### config.mk
export PLATFORM = sky130hd
export DESIGN_NAME = saturating_audio_mixer_attenuator_core
export DESIGN_NICKNAME = d
export VERILOG_FILES = /design/src/sv/sam_pkg.sv /design/src/sv/sam_level.sv /design/src/sv/sam_mix_stage.sv /design/src/sv/saturating_audio_mixer_attenuator_core.sv
export SDC_FILE = /design/constraint.sdc
export NUM_CORES = 1
export LEC_CHECK = 0
export BUFFER_PORTS_ARGS = -buffer_cell sky130_fd_sc_hd__buf_4
export CAP_MARGIN = 15
export CORE_MARGIN = 2
export CORE_UTILIZATION = 55
export CTS_CLUSTER_SIZE = 12
export DETAILED_ROUTE_END_ITERATION = 10
export PLACE_DENSITY = 0.86
export SLEW_MARGIN = 20
export SYNTH_ARGS = -nofsm -noshare
export SYNTH_HDL_FRONTEND = slang
export SYNTH_HIERARCHICAL = 1
export SYNTH_SLANG_ARGS = --single-unit
### constraint.sdc
create_clock -name clk -period 26.9 [get_ports clk]
set_clock_uncertainty 0.2 [all_clocks]
set_input_delay 0 -clock clk [delete_from_list [all_inputs] [get_ports clk]]
set_output_delay 0 -clock clk [all_outputs]
set_load 0.005 [all_outputs]
### src/sv/sam_pkg.sv
// Shared types and constants of the saturating audio mixer.
`timescale 1ns / 1ps
package sam_pkg;

	localparam int SAMPLE_W = 16;
	localparam int SOURCES  = 4;
	localparam int LEVEL_W  = 6;
	localparam int CNT_W    = 3;
	localparam int SUM_W    = SAMPLE_W + 2;

	typedef logic signed [SAMPLE_W-1:0] sample_t;
	typedef logic        [LEVEL_W-1:0]  level_t;
	typedef logic        [1:0]          action_t;
	typedef logic        [CNT_W-1:0]    count_t;

	localparam action_t ACT_MIX    = 2'd0;
	localparam action_t ACT_VOL_DN = 2'd1;
	localparam action_t ACT_VOL_UP = 2'd2;

	localparam level_t  LEVEL_MAX  = 6'd32;
	localparam count_t  SOURCES_C  = 3'(SOURCES);

	localparam logic signed [SUM_W-1:0] SAT_MAX = 18'sh07FFF;
	localparam logic signed [SUM_W-1:0] SAT_MIN = -18'sh08000;

endpackage

### src/sv/sam_level.sv
// Attenuation level register stepped by volume transactions.
`timescale 1ns / 1ps
module sam_level (
	input  logic            clk,
	input  logic            arst_n,
	input  logic            accept,
	input  sam_pkg::action_t action,
	output sam_pkg::level_t  level
);
	import sam_pkg::*;

	level_t level_q;

	always_ff @(posedge clk or negedge arst_n) begin
		if (!arst_n) begin
			level_q <= '0;
		end else if (accept) begin
			if (action == ACT_VOL_DN && level_q != '0) begin
				level_q <= level_q - 6'd1;
			end else if (action == ACT_VOL_UP && level_q < LEVEL_MAX) begin
				level_q <= level_q + 6'd1;
			end
		end
	end

	assign level = level_q;

endmodule

### src/sv/sam_mix_stage.sv
// Input register, summing, saturation and attenuation, and the result register.
`timescale 1ns / 1ps
module sam_mix_stage (
	input  logic                          clk,
	input  logic                          arst_n,
	input  logic                          in_valid,
	output logic                          in_ready,
	input  logic [sam_pkg::SOURCES*sam_pkg::SAMPLE_W-1:0] in_samples,
	input  sam_pkg::action_t              action,
	input  sam_pkg::count_t               active_sources,
	input  sam_pkg::level_t               level,
	output logic                          out_valid,
	input  logic                          out_ready,
	output sam_pkg::sample_t              out_sample,
	output logic                          out_clipped
);
	import sam_pkg::*;

	logic                  valid_s1;
	sample_t               sample_s1 [SOURCES];
	logic [SOURCES-1:0]    en_s1;
	level_t                level_s1;

	logic                  adv_out;
	count_t                n_src;
	logic signed [SUM_W-1:0] sum;
	sample_t               sat;
	logic                  clip;
	logic [4:0]            shamt;
	logic [LEVEL_W:0]      level_p1;
	sample_t               shifted;
	logic signed [SAMPLE_W:0] adjusted;
	sample_t               result;

	assign adv_out  = !out_valid || out_ready;
	assign in_ready = !valid_s1 || adv_out;
	assign n_src    = (active_sources > SOURCES_C) ? SOURCES_C : active_sources;

	always_ff @(posedge clk or negedge arst_n) begin
		if (!arst_n) begin
			valid_s1 <= 1'b0;
		end else if (in_ready) begin
			valid_s1 <= in_valid && action == ACT_MIX && n_src != '0;
		end
	end

	always_ff @(posedge clk) begin
		if (in_valid && in_ready) begin
			for (int i = 0; i < SOURCES; i++) begin
				sample_s1[i] <= in_samples[i*SAMPLE_W +: SAMPLE_W];
				en_s1[i]     <= (CNT_W+1)'(i) < {1'b0, n_src};
			end
			level_s1 <= level;
		end
	end

	always_comb begin
		sum = '0;
		for (int i = 0; i < SOURCES; i++) begin
			if (en_s1[i]) begin
				sum = sum + SUM_W'(sample_s1[i]);
			end
		end
		if (sum > SAT_MAX) begin
			sat  = SAMPLE_W'(SAT_MAX);
			clip = 1'b1;
		end else if (sum < SAT_MIN) begin
			sat  = SAMPLE_W'(SAT_MIN);
			clip = 1'b1;
		end else begin
			sat  = sum[SAMPLE_W-1:0];
			clip = 1'b0;
		end
		level_p1 = {1'b0, level_s1} + 7'd1;
		shamt    = level_p1[5:1];
		shifted  = sat >>> shamt;
		if (level_s1[0]) begin
			adjusted = (SAMPLE_W+1)'(shifted) + (SAMPLE_W+1)'(shifted >>> 1);
		end else begin
			adjusted = (SAMPLE_W+1)'(shifted);
		end
		result = adjusted[SAMPLE_W-1:0];
	end

	always_ff @(posedge clk or negedge arst_n) begin
		if (!arst_n) begin
			out_valid <= 1'b0;
		end else if (adv_out) begin
			out_valid <= valid_s1;
		end
	end

	always_ff @(posedge clk) begin
		if (adv_out && valid_s1) begin
			out_sample  <= result;
			out_clipped <= clip;
		end
	end

endmodule

### src/sv/saturating_audio_mixer_attenuator_core.sv
// Top level of the saturating audio mixer with stepped attenuation.
// A mix transaction passes through the input register and then the result register before its result is given.
// Throughput: one transaction per cycle while m_tready does not hold the output, set by the single-pass datapath.
// Volume transactions take effect for the next accepted transaction and give no result.
// Reset clears the attenuation level to full volume and sets one active source.
`timescale 1ns / 1ps
module saturating_audio_mixer_attenuator_core (
	input  logic        clk,
	input  logic        arst_n,
	input  logic        s_tvalid,
	output logic        s_tready,
	input  logic [63:0] s_tdata,   // sample_0, sample_1, sample_2, sample_3
	input  logic [1:0]  s_tuser,   // action
	output logic        m_tvalid,
	input  logic        m_tready,
	output logic [15:0] m_tdata,   // mixed_sample
	output logic        m_tuser,   // clipped
	input  logic        cfg_we,
	input  logic [2:0]  cfg_wdata  // active_sources
);
	import sam_pkg::*;

	count_t  active_q;
	level_t  level;
	sample_t mixed;
	logic    s_accept;

	assign s_accept = s_tvalid && s_tready;

	always_ff @(posedge clk or negedge arst_n) begin
		if (!arst_n) begin
			active_q <= 3'd1;
		end else if (cfg_we) begin
			active_q <= cfg_wdata;
		end
	end

	sam_level u_level (
		.clk    (clk),
		.arst_n (arst_n),
		.accept (s_accept),
		.action (s_tuser),
		.level  (level)
	);

	sam_mix_stage u_mix (
		.clk            (clk),
		.arst_n         (arst_n),
		.in_valid       (s_tvalid),
		.in_ready       (s_tready),
		.in_samples     (s_tdata[SOURCES*SAMPLE_W-1:0]),
		.action         (s_tuser),
		.active_sources (active_q),
		.level          (level),
		.out_valid      (m_tvalid),
		.out_ready      (m_tready),
		.out_sample     (mixed),
		.out_clipped    (m_tuser)
	);

	assign m_tdata = mixed;

	a_level_range: assert property (@(posedge clk) disable iff (!arst_n)
		level <= LEVEL_MAX)
		else $error("attenuation level beyond its ceiling");

	a_vol_up: assert property (@(posedge clk) disable iff (!arst_n)
		s_accept && s_tuser == ACT_VOL_UP && level < LEVEL_MAX |=> level == $past(level) + 6'd1)
		else $error("volume up transaction did not raise the level");

	a_mix_keeps_level: assert property (@(posedge clk) disable iff (!arst_n)
		s_accept && s_tuser != ACT_VOL_UP && s_tuser != ACT_VOL_DN |=> $stable(level))
		else $error("level changed on a transaction that is not a volume step");

endmodule

Word level (Yosys, flattened, before mapping) --
Memory sizes are Yosys's and may differ from the RTL's. Index checks and enable logic that the tools add are counted.
Storage, ports and cells: register bits after elaboration 38, logic and storage cells 55, input bits 74, RAM bits 64, memories 1, output and inout bits 19
Operators by class: reduce and logical (&&, ||, !) cells 15, shifts and indexed selects 1, multiplexer cells 13, equality and inequality tests 2, $lt $le $gt $ge 8, add/sub/neg operators 7
Memory list:
- u_mix.sample_s1 | depth 4, width 16, rd ports 4, clocked after Yosys merged registers in 0, write ports 4, RTL line sam_mix_stage.sv:20 | sample_t sample_s1 [SOURCES];
Operators with widths (number):
- $mux 18 | 4
- $add 18x16->18 | 3
- $mux 16 | 3
- $gt 18x16->1 const B | 1
- $lt 18x16->1 const B | 1
- $add 16x15->16 | 1
- $sshr 16x5->16 | 1
- $add 6x1->6 const B | 2
- $mux 6 | 2
- $logic_and 1x1->1 | 6
- $lt 1x3->1 const A | 2
- $lt 2x3->1 const A | 2
- $lt 6x6->1 const B | 1
- $reduce_bool 6->1 | 1
- $sub 6x1->6 const B | 1
- $gt 3x3->1 const B | 1
- $mux 1 | 3
- $mux 3 | 1
- $reduce_bool 3->1 | 1
- $eq 2x1->1 const B | 1
- $eq 2x2->1 const B | 1
- $logic_not 1->1 | 2
- $logic_not 2->1 | 1
- $logic_or 1x1->1 | 2
- other kinds (2) | 2

Depth between registers and ports, before layout --
An unclocked memory read counts as a cell.
depth after elaboration 14, gate-level depth with buffers 49, depth with buffers taken out 45

By module --
The synthesis kept the hierarchy.
By module, submodules not included:
- sam_mix_stage | times used 1, seq. area each 2782.7 sq um, area an instance 9108.7 sq um, cells an instance 1014
- sam_level | times used 1, seq. area each 150.1 sq um, area an instance 451.7 sq um, cells an instance 45
- saturating_audio_mixer_attenuator_core | times used 1, seq. area each 76.3 sq um, area an instance 116.4 sq um, cells an instance 7

Least setup slack after synthesis --
OpenSTA, ideal clock, no wires.
path kind reg2reg, start point register u_mix.en_s1[0], end point register u_mix.out_sample[14], data pin, path buffers 4, setup time 0.136 ns, arrival time 8.932 ns, cell stages (with the launch flop) 47, slack 17.632 ns, required time 26.564 ns, cells stage by stage edfxtp_1 -> buf_2 -> buf_4 -> buf_2 -> and2_1 -> ha_1 -> ha_1 -> a21oi_1 -> nor4_4 -> o2111a_2 -> nor2_1 -> xor2_1 -> nor2_1 -> xnor2_1 -> ha_1 -> a2111oi_4 -> o21ai_2 -> nand3_1 -> [11 not listed] -> a31oi_1 -> nor3_1 -> a31oi_1 -> a221oi_1 -> ha_1 -> inv_1 -> fa_1 -> nor2b_1 -> o21ai_0 -> a21oi_1 -> o21ai_0 -> a21boi_0 -> o21ai_0 -> a21boi_0 -> o21ai_0 -> a211o_1 -> a211o_1 -> nand3_1
Between the ends: cells in the longest elaborated chain, start to end 13, elaborated cells on any way between the ends 14, classes of those cells add/sub (4); order compare (2); shift (1); mux (7)
Ends and longest elaborated chain:
- from (decl) | RTL line sam_mix_stage.sv:21 | logic [SOURCES-1:0] en_s1;
- from (signal, indexed assignment) | RTL line sam_mix_stage.sv:51 | en_s1[i] <= (CNT_W+1)'(i) < {1'b0, n_src};
- $mux 18 * | RTL line sam_mix_stage.sv:60 | if (en_s1[i]) begin
- $add 18x16->18 | RTL line sam_mix_stage.sv:61 | sum = sum + SUM_W'(sample_s1[i]);
- $mux 18 * | RTL line sam_mix_stage.sv:60
- $add 18x16->18 | RTL line sam_mix_stage.sv:61
- $mux 18 * | RTL line sam_mix_stage.sv:60
- $add 18x16->18 | RTL line sam_mix_stage.sv:61
- $mux 18 * | RTL line sam_mix_stage.sv:60
- $lt 18x16->1 | RTL line sam_mix_stage.sv:67 | end else if (sum < SAT_MIN) begin
- $mux 16 | RTL line sam_mix_stage.sv:67
- $mux 16 * | RTL line sam_mix_stage.sv:64 | if (sum > SAT_MAX) begin
- $sshr 16x5->16 * | RTL line sam_mix_stage.sv:76 | shifted = sat >>> shamt;
- $add 16x15->16 | RTL line sam_mix_stage.sv:78 | adjusted = (SAMPLE_W+1)'(shifted) + (SAMPLE_W+1)'(shifted >>> 1);
- $mux 16 * | RTL line sam_mix_stage.sv:77 | if (level_s1[0]) begin
- via u_mix.adjusted[14] | RTL line sam_mix_stage.sv:32 | logic signed [SAMPLE_W:0] adjusted;
- to (signal assigned) | RTL line sam_mix_stage.sv:95 | out_sample <= result;
- to (decl) | RTL line sam_mix_stage.sv:14 | output sam_pkg::sample_t out_sample,
The timed path passes the listed nets; every way through them passes the cells marked *. A chain may end at the register's enable or synchronous reset.

Final worst setup path --
start point register u_mix.en_s1[0], end point register u_mix.out_sample[10], data pin
Same word-level chain as after synthesis.

==> results by stage <==
Run status:
- The flow ran to the end, and the final reports show no timing, DRC or antenna violations.

Detailed routing:
- The vias per cell is 6.37.
- The count of nets left with antenna violations once routing finished came out at 0.
- The first routing iteration left 999 violations.
- Wires add up to 26300 um.
- The routed layout has 9132 vias.
- The number of iterations in the first detailed-routing pass is 5.
- After detailed routing, the number of remaining DRC violations is 0.
- The mean routed wirelength per cell is 18.4 um.

Power:
- For this design the static power due to leakage is 4.64 nW.
- Across the VDD grid, the largest voltage drop is 61.1 uV.
- The internal power consumption is 0.000586 W.
- The switching power total is 0.000512 W.
- For this design the ratio of total power to cell area is 95.8 nW/um^2.
- The switching power share of the total is 0.467.
- The share of total power dissipated in combinational logic is 0.677.
- The share of total power in the clock network is 0.120.
- The sequential share of power is 0.204.

Setup path:
- The critical path class is reg2reg.
- At the worst endpoint, the required time is 26.81 ns.
- The worst setup path is captured at a register.
- Of all nets on the critical path, the largest fanout is 41.
- STA classifies the critical path startpoint as a register.
- The delay of the slowest cell on the worst path is 0.64 ns.
- For the worst setup path, the data arrival time is 10.71 ns.
- The most numerous cell type found on the critical path is sky130_fd_sc_hd__o21ai_0.
- The cell family with the largest share of critical-path delay is compound AO/OA/AOI/OAI gates.
- The slowest cell on the critical path is sky130_fd_sc_hd__xor2_4.
- The worst setup slack for register-to-register paths is 16.09 ns.
- The number of buffers and inverters on the critical path is 3.

Clocking:
- The CTS root buffer is sky130_fd_sc_hd__clkbuf_16.
- The clock latency at the later pin of the worst-skew pair is 0.37 ns.
- The CTS sink count is 102.
- After clock tree synthesis, the setup repair step added 0 buffers.
- The worst-case clock buffer depth is 2.
- The cts-stage hold buffer count is 80.
- The number of instances resized during post-cts repair is 0.
- TritonCTS built the clock tree.
- In this run the number of H-tree levels came out at 3.
- Counting the buffers created by CTS gives 9.
- After clock tree synthesis, the clock-pin slew on the worst setup and hold paths is 0.07 ns.

Cells and area:
- From synthesis to final layout, the design area changed by 18.4%.
- The antenna diode count is 0.
- The register cell area after layout is 3010 um^2.
- The number of cells in the finished layout apart from fillers is 1434.
- The share of final-layout standard cells stronger than drive strength 1 is 0.160.
- The combined area of the multi-input logic cells is 6150 um^2.
- Leaving out fill and tap cells, the most frequent cells in the layout are sky130_fd_sc_hd__nand2_1, sky130_fd_sc_hd__buf_4, sky130_fd_sc_hd__edfxtp_1.
- The post-layout net count is 1349.
- The filler cells instantiated in the layout total 1328.
- The most common cell after layout, fill and taps aside is sky130_fd_sc_hd__nand2_1.

STA:
- The setup TNS after final layout is 0 ns.
- The setup violation total in the final timing report is 0.
- The number of pins exceeding their max-slew limit in the final report is 0.
- Setup repair after global routing left no endpoint under its margin.
- For the pin with the worst max-slew slack, the measured transition is 0.985 ns.
- Of the available clock period, the critical path in the final layout requires 0.402.
- After layout, the minimum clock period comes to 10.81 ns.
- The headroom to the max-slew limit is 0.344.
- The number of hold violations in the final report was 0.
- Static timing analysis puts the maximum clock frequency at 92.5 MHz.
- The worst path meets setup with 16.09 ns of slack.
- The tightest hold path in the finished design has a slack of 0.151 ns.

Synth:
- In the synthesized netlist the async set-or-reset flop fraction comes to 0.108.
- Yosys attributes the largest share of cell area to sky130_fd_sc_hd__edfxtp_1, sky130_fd_sc_hd__ha_1, sky130_fd_sc_hd__a21oi_1, sky130_fd_sc_hd__nand2_1, sky130_fd_sc_hd__o21ai_0.
- The top cell type by total area after synthesis is sky130_fd_sc_hd__edfxtp_1.
- The cell area that synthesis handed to floorplanning was 9680 um^2.
- The cell count after synthesis is 1066.
- For this run, the register share of the synthesized area comes to 0.311.
- The post-synthesis average cell area is 9.08 um^2.
- The number of unique standard cell types used by synthesis is 116.
- The commonest register cell after synthesis is sky130_fd_sc_hd__edfxtp_1.
- Synthesis produced a netlist with a net count of 1211.
- The number of storage elements in the synthesis netlist is 102.
- The share of the synthesized area in the top cell type is 0.282.
- The number of flops mapped to enable cells by yosys is 91.
- The warning count from the yosys run is 6.

Placement:
- OpenSTA, run right after detailed placement, puts the worst setup slack at 16.38 ns.
- Summed over all nets, the half-perimeter wirelength after detailed placement is 18300 um.
- The number of cells after detailed placement is 1338.
- The weighted congestion reported at the end of routability-driven placement is 0.963.
- The count of buffers added on input and output ports is 92.

Die:
- In this run the vertical extent of the chip is 137 um.
- The initial utilization of the core area, before any placement, comes to 0.561.
- The core footprint is 17200 um^2.
- The count of boundary I/O pins is 93.
- The number of standard-cell rows in the floorplan is 48.
- The die covers 18700 um^2.
- From left edge to right edge, the die measures 137 um.

Global route:
- The global-route usage over all layers is 0.292.
- The first global-routing pass estimated 43200 um of wire.
- The maximum number of pins on one net before global-route repair is 75.
- The number of global-route vias before repair came to 8647.
- The number of antenna violations at the first check in global routing is 0.
- The global route total overflow is 0.

Flow run:
- The tool flagged a number of max-cap violations equal to 0.

Min path:
- The class of the most critical hold timing path is in2reg.
[final cells by class]
type	instances	area share
Sequential cell	102	0.263
Inverter	49	0.0161
Clock inverter	6	0.00546
Tap cell	225	0.0246
Timing Repair Buffer	178	0.134
Multi-Input combinational cell	864	0.537
Clock buffer	10	0.0200
[synth_stat cells (all sizes together) (19+ instances only)]
library cell	count
nand2	100
edfxtp	91
a21oi	81
o21ai	72
ha	67
nor2	65
inv	48
nand3	37
xnor2	30
a21o	27
a31oi	27
buf	27
nor3	26
clkbuf	21
and2	20
o31ai	19
xor2	19
[routing by layer]
metal	wire length, um	track usage	part of all wire
met1	11400	0.400	0.43
met4	510	0.0758	0.019
met3	2070	0.0467	0.079
met2	12400	0.480	0.47
met5	0	0	0
[sequential cells by signal (all words and copies together) (netlist names)]
register / cells
u_mix/en_s1: 4
u_mix/level_s1: 6
u_mix/out_valid: 1
active_q: 3
u_level/level: 6
u_mix/out_sample: 16
u_mix/valid_s1: 1
u_mix/sample_s1: 64
u_mix/out_clipped: 1
[path summary, 6_finish.rpt]
check,startpoint,end,cells past startpoint
max,u_mix/en_s1[0]$_DFFE_PP_,u_mix/out_sample[10]$_DFFE_PP_,43
min,s_tdata[18],u_mix/sample_s1[1][2]$_DFFE_PP_,2
max reg2reg,u_mix/en_s1[0]$_DFFE_PP_,u_mix/out_sample[10]$_DFFE_PP_,43
min reg2reg,u_level/level[3]$_DFFE_PN0P_,u_mix/level_s1[3]$_DFFE_PP_,0
max in group asynchronous,arst_n,active_q[0]$_DFFE_PN1P_,3
min in group asynchronous,arst_n,u_level/level[5]$_DFFE_PN0P_,3
[worst register-to-register path: cells and delay by family, from the launching register on]
family	cells	cell delay, ns
adders and majority gates	6	1.61
muxes	1	0.16
buffers and inverters	3	0.65
xor gates and xnor gates	3	0.97
and+or+nand+nor	8	2.05
DFF	1	0.32
AOI/OAI and AO/OA	22	4.59
[power groups by stage]
stage	registers [W]	logic [W]	clock network, W
6_report	0.000224	0.000743	0.000132
5_1_grt	0.000226	0.000820	0.000142
4_1_cts	0.000223	0.000724	0.000135
3_5_place_dp	0.000227	0.000709	0
3_3_place_gp	0.000226	0.000697	0
2_1_floorplan	0.000221	0.000570	0
[per-stage QoR]
step | total power [W] | cell area, um^2 | util
4_1_cts | 0.00108 | 11500 | 0.665
3_3_place_gp | 0.000923 | 10400 | 0.601
5_1_grt | 0.00119 | 11500 | 0.665
6_report | 0.00110 | 11500 | 0.665
3_5_place_dp | 0.000935 | 10400 | 0.601
2_1_floorplan | 0.000791 | 9680 | -
[logic make-up (layout without fill, tap and decap cells)]
| logic type | after synthesis | count (layout) | synth area share |
|---|---|---|---|
| xor+xnor | 49 | 49 | 0.0482 |
| compound gates | 381 | 381 | 0.284 |
| simple gates | 338 | 338 | 0.176 |
| fa+ha+maj | 71 | 71 | 0.0949 |
| mux | 25 | 25 | 0.0323 |
| flops | 102 | 102 | 0.311 |
| buf+inv | 100 | 243 | 0.0534 |
Note: power is estimated with default switching activity, not from simulation.
